$ cat config.mk
export PLATFORM = sky130hd
export DESIGN_NAME = fac_ctrl
export DESIGN_NICKNAME = d
export VERILOG_FILES = /design/src/hdl/fac_pkg.sv /design/src/hdl/fac_ctrl.sv
export SDC_FILE = /design/constraint.sdc
export NUM_CORES = 1
export LEC_CHECK = 0
export ABC_AREA = 0
export BUFFER_PORTS_ARGS = -buffer_cell sky130_fd_sc_hd__buf_2
export CAP_MARGIN = 15
export CELL_PAD_IN_SITES_DETAIL_PLACEMENT = 1
export CELL_PAD_IN_SITES_GLOBAL_PLACEMENT = 2
export CORE_UTILIZATION = 16
export DETAILED_ROUTE_END_ITERATION = 8
export PLACE_DENSITY_LB_ADDON = 0.1
export SETUP_SLACK_MARGIN = 0.05
export SYNTH_ARGS = -nofsm -noshare
export SYNTH_HDL_FRONTEND = slang
export SYNTH_SLANG_ARGS = --single-unit
export TNS_END_PERCENT = 10
$ cat constraint.sdc
create_clock -name clock -period 1.05 [get_ports clock]
set_input_delay 0.1575 -clock clock [delete_from_list [all_inputs] [get_ports clock]]
set_output_delay 0.1575 -clock clock [all_outputs]
set_load 0.05 [all_outputs]
$ cat src/hdl/fac_pkg.sv
package fac_pkg;

   // Store geometry and field widths
   localparam int SAMPLE_DEPTH = 65536;
   localparam int COUNT_BITS   = 16;
   localparam int ADDR_BITS    = (SAMPLE_DEPTH > 1) ? $clog2(SAMPLE_DEPTH) : 1;
   localparam int SUM_BITS     = 24;
   localparam int INDEX_BITS   = 16;
   localparam int VALUE_BITS   = 8;
   localparam int AVG_BITS     = 8;
   localparam int FRAMES_BITS  = 16;
   localparam int DIV_CNT_BITS = $clog2(SUM_BITS);

   localparam logic [COUNT_BITS-1:0] COUNT_MAX = '1;

   // Item kinds carried on the request tuser
   typedef enum logic [1:0] {
      FUNC_ADD   = 2'd0,
      FUNC_READ  = 2'd1,
      FUNC_CLEAR = 2'd2
   } func_type;

   // Result status carried on the response tuser
   typedef enum logic [1:0] {
      STATUS_OK        = 2'd0,
      STATUS_NO_FRAMES = 2'd1,
      STATUS_SATURATED = 2'd2
   } status_type;

   typedef enum logic [2:0] {
      ST_CLEAR,
      ST_IDLE,
      ST_ADD_WR,
      ST_RD_LOAD,
      ST_DIV,
      ST_FINISH
   } state_type;

   // Controller to datapath commands
   typedef struct packed {
      logic clear_step;
      logic add_start;
      logic read_start;
      logic entry_clear;
      logic add_write;
      logic div_load;
      logic div_step;
      logic rsp_load;
   } cmd_type;

   // Datapath to controller status
   typedef struct packed {
      logic clear_last;
      logic count_zero;
      logic div_last;
      logic rsp_busy;
   } stat_type;

endpackage

$ cat src/hdl/fac_ctrl.sv
module fac_ctrl import fac_pkg::*; (
   input  logic       clock,
   input  logic       reset,
   input  logic       req_valid,
   input  logic [1:0] req_func,
   input  stat_type   stat,
   output logic       req_ready,
   output cmd_type    cmd
);

   state_type state_ff, state_in;
   func_type  func;
   logic      accept;

   assign func   = func_type'(req_func);
   assign accept = req_valid && (state_ff == ST_IDLE);

   // Next state
   always_comb begin
      state_in = state_ff;
      case (state_ff)
         ST_CLEAR: begin
            if (stat.clear_last) begin
               state_in = ST_IDLE;
            end
         end
         ST_IDLE: begin
            if (req_valid) begin
               case (func)
                  FUNC_ADD:  state_in = ST_ADD_WR;
                  FUNC_READ: state_in = ST_RD_LOAD;
                  default:   state_in = ST_IDLE;
               endcase
            end
         end
         ST_ADD_WR:  state_in = ST_IDLE;
         ST_RD_LOAD: state_in = stat.count_zero ? ST_FINISH : ST_DIV;
         ST_DIV: begin
            if (stat.div_last) begin
               state_in = ST_FINISH;
            end
         end
         ST_FINISH: begin
            if (!stat.rsp_busy) begin
               state_in = ST_IDLE;
            end
         end
         default: state_in = ST_CLEAR;
      endcase
   end

   // Commands
   always_comb begin
      cmd            = '0;
      req_ready      = state_ff == ST_IDLE;
      cmd.clear_step = state_ff == ST_CLEAR;
      cmd.add_write  = state_ff == ST_ADD_WR;
      cmd.div_load   = state_ff == ST_RD_LOAD;
      cmd.div_step   = state_ff == ST_DIV;
      cmd.rsp_load   = (state_ff == ST_FINISH) && !stat.rsp_busy;
      if (accept) begin
         case (func)
            FUNC_ADD:   cmd.add_start   = 1'b1;
            FUNC_READ:  cmd.read_start  = 1'b1;
            FUNC_CLEAR: cmd.entry_clear = 1'b1;
            default:    cmd.add_start   = 1'b0;
         endcase
      end
   end

   always_ff @(posedge clock) begin
      if (reset) begin
         state_ff <= ST_CLEAR;
      end else begin
         state_ff <= state_in;
      end
   end

endmodule

==> metrics.txt <==
post-CTS setup repair buffer count=0; Skew-Pair Late Insertion Delay=240 ps; adder-cell share of the synthesized area=0; CP max stage cell=dfxtp_2; DP Cell Count=74; worst IR drop on VDD=0.403 mV; Crit path required time=890 ps; first-pass detailed-route iteration total=1; largest family of logic cells by synthesized area=simple AND/OR/NAND/NOR gates; Hold Path Cell Cnt=2; Clock Tree Root=clkbuf_4; Mapped Area=254 sq um; part of the power in registers=0.214; proportion of layout cells with a drive suffix above 1=0.774; simple-gate area share of the yosys netlist=0.443; critical path's top delay family=simple AND/OR/NAND/NOR gates; RSZ-0062 raised after global routing=true; Compound-Gate Fraction of Synth Area=0.202; pins over their slew limit=0; Net count, final=72; gr usage total=0.130; I/O Buffers=17; Post-Syn Instances=34; GPL Wtd Cong=0.734; Pint=0.395 mW; power per cell area=1080 nW/um^2; r2r setup slk=-230 ps; max reg flops=3; TritonCTS clock tree=yes; synthesized area per cell=7.47 sq um; leakage=0.255 nW; top_reg_cell synth=dfxtp_1; Distinct cells, synth=22; Hold Worst Slack=139 ps; syn nets=43; final hold violations=0; vias in the first global route=404; placed wire-length estimate=748 um; initial drt markers=0; CP arrival=1220 ps; fmax=0.724 GHz; DRC viols=0; async set-reset flop share out of synthesis=0; worst path buffer plus inverter count=1; reg2reg end=state_ff[1]; Hold Path End=state_ff[2]; status=finished with violations; Avg Vias per Cell=4.69; Hold Crit Start=reset; final worst slack=-331 ps; CTS sink cnt=3; total global routing overflow=0; Worst-Margin Slew=255 ps; remaining antenna violation count after routing=0; Top Registers=state_ff (3); initial core utilization=0.171; area delta synth->final=133%; Max clock buf depth=2; largest net degree at the start of global routing=8; Comb pwr share=0.451; share of the yosys chip area belonging to registers=0.236; I/O pin cnt=18; Tcrit/Tclk final=1.32; FP Rows=14; Crit Reg-Reg Startpoint=state_ff[2]; CP max FO=3; MaxCap Viol Count=0; EDFF count, synth=0; initial antenna violation count=0; clock slew at reported path FFs=40 ps; FF-to-FF path depth=4; wire length per cell=12.1 um; Core ar.=1490 sq um; Psw=0.246 mW; Die Span X=41.8 um; Pwr Total=0.642 mW; failing checks=setup timing; htree depth=1; min Tclk post-route=1380 ps; post-synthesis register bit count=3; crit end category=output pin; die height=41.8 um; Num CTS Buffers=3; XOR/XNOR Fraction of Synth Area=0; delay of the slowest critical-path stage=320 ps; clock power share=0.335; via count=366; first-pass GRT wire length=1.73 mm; setup slack at placement=-286 ps; Non-Filler Instances=78; sw frac=0.384; post-synthesis mux area share=0.0394; # diodes=0; Crit Path Category=flip-flop to output pin; die area=1750 sq um; Final Skew=8.24 ps; Final Setup Violations=11; Largest Register=state_ff; WL final=944 um; relative slew slack=0.830; critical-path cell list=nand2b_4 > nor3_4 > and3b_2 > buf_8; Worst Hold Class=input port to flip-flop; Yosys warning total=0; Startpoint Class=flip-flop
power by group through the flow:
stage	clock [mW]	combinational (mW)	sequential [mW]
after floorplan	0	0.151	0.141
after global placement	0	0.231	0.136
after detailed placement	0	0.235	0.136
after CTS	0.225	0.291	0.137
after global routing	0.236	0.306	0.139
final	0.215	0.289	0.138
stage by stage:
stage | area (sq um) | utilization | setup TNS (ps)
6_report | 592 | 0.397 | -2510
5_1_grt | 592 | 0.397 | -3010
4_1_cts | 583 | 0.392 | -2650
3_5_place_dp | 452 | 0.303 | -1600
3_3_place_gp | 452 | 0.303 | -1330
2_1_floorplan | 295 | - | -2080
metal layers:
metal  vias up  track usage  part of all wire
met3         2       0.0174             0.047
li1        181            -                 -
met5         -            0                 0
met4         0       0.0774             0.029
met2        16        0.225              0.50
met1       167        0.149              0.42
cells in the mapped netlist, types with 2 or more instances:
library cell / instances / area [sq um]
nand2b_1: 2 / 12.5
dfxtp_1: 3 / 60.1
a31oi_1: 2 / 12.5
nor2_1: 4 / 15.0
nand2_1: 3 / 11.3
and3b_1: 2 / 17.5
nor3_1: 3 / 15.0
cell usage in the layout (no fill, tap or decap):
| cell type | Yosys | routed |
|---|---|---|
| buf_4 | 1 | 8 |
| buf_2 | 1 | 8 |
| nor4_2 | 0 | 1 |
| nor2_4 | 0 | 1 |
| and2_1 | 1 | 1 |
| buf_8 | 0 | 2 |
| and3b_1 | 2 | 1 |
| clkbuf_4 | 0 | 3 |
| nand2b_4 | 0 | 1 |
| dfxtp_2 | 0 | 2 |
| nor3_4 | 0 | 2 |
| clkbuf_1 | 0 | 1 |
| nor3_2 | 0 | 1 |
| a31o_1 | 1 | 1 |
| o311a_1 | 1 | 1 |
| mux2i_1 | 1 | 1 |
| nand2b_1 | 2 | 1 |
| nor2b_1 | 1 | 1 |
| a2111oi_4 | 0 | 1 |
| dfxtp_4 | 0 | 1 |
| or2_4 | 0 | 1 |
| nor2_2 | 0 | 2 |
| and4b_4 | 0 | 1 |
| nor2_1 | 4 | 1 |
| o21ai_0 | 1 | 1 |
| buf_6 | 0 | 8 |
| nand2_1 | 3 | 2 |
| nand2_2 | 0 | 1 |
| and3b_2 | 0 | 1 |
| a31oi_1 | 2 | 2 |
| inv_2 | 1 | 2 |
| and3_2 | 0 | 1 |
logic make-up after synthesis:
logic type             Yosys count
muxes                            1
and+or+nand+nor                 20
AOI/OAI and AO/OA                6
buffers and inverters            4
DFF                              3
cell type report:
cell class                      instances  area (sq um)
Multi-Input combinational cell         27           251
Sequential cell                         3          66.3
Inverter                                2          7.51
Timing Repair Buffer                   26           220
Clock buffer                            4          26.3
Tap cell                               16          20.0
Fill cell                             175           897
how the worst max path moves through the flow:
stage	from	end	slack, ps	cells after the start
floorplan	state_ff[2]	cmd[4]	-380	4
global placement	state_ff[2]	state_ff[0]	-220	4
detailed placement	state_ff[2]	cmd[6]	-290	4
CTS	state_ff[2]	cmd[6]	-350	4
global route	state_ff[2]	cmd[5]	-380	4
finish	state_ff[2]	cmd[6]	-330	4
repair_timing:
action,CTS,global route
resized for setup,30,2
hold buffers,0,0
gates cloned,0,0
setup endpoints to repair,11,12
pin swaps,4,0
No activity file was read; power rests on OpenSTA's default activity.
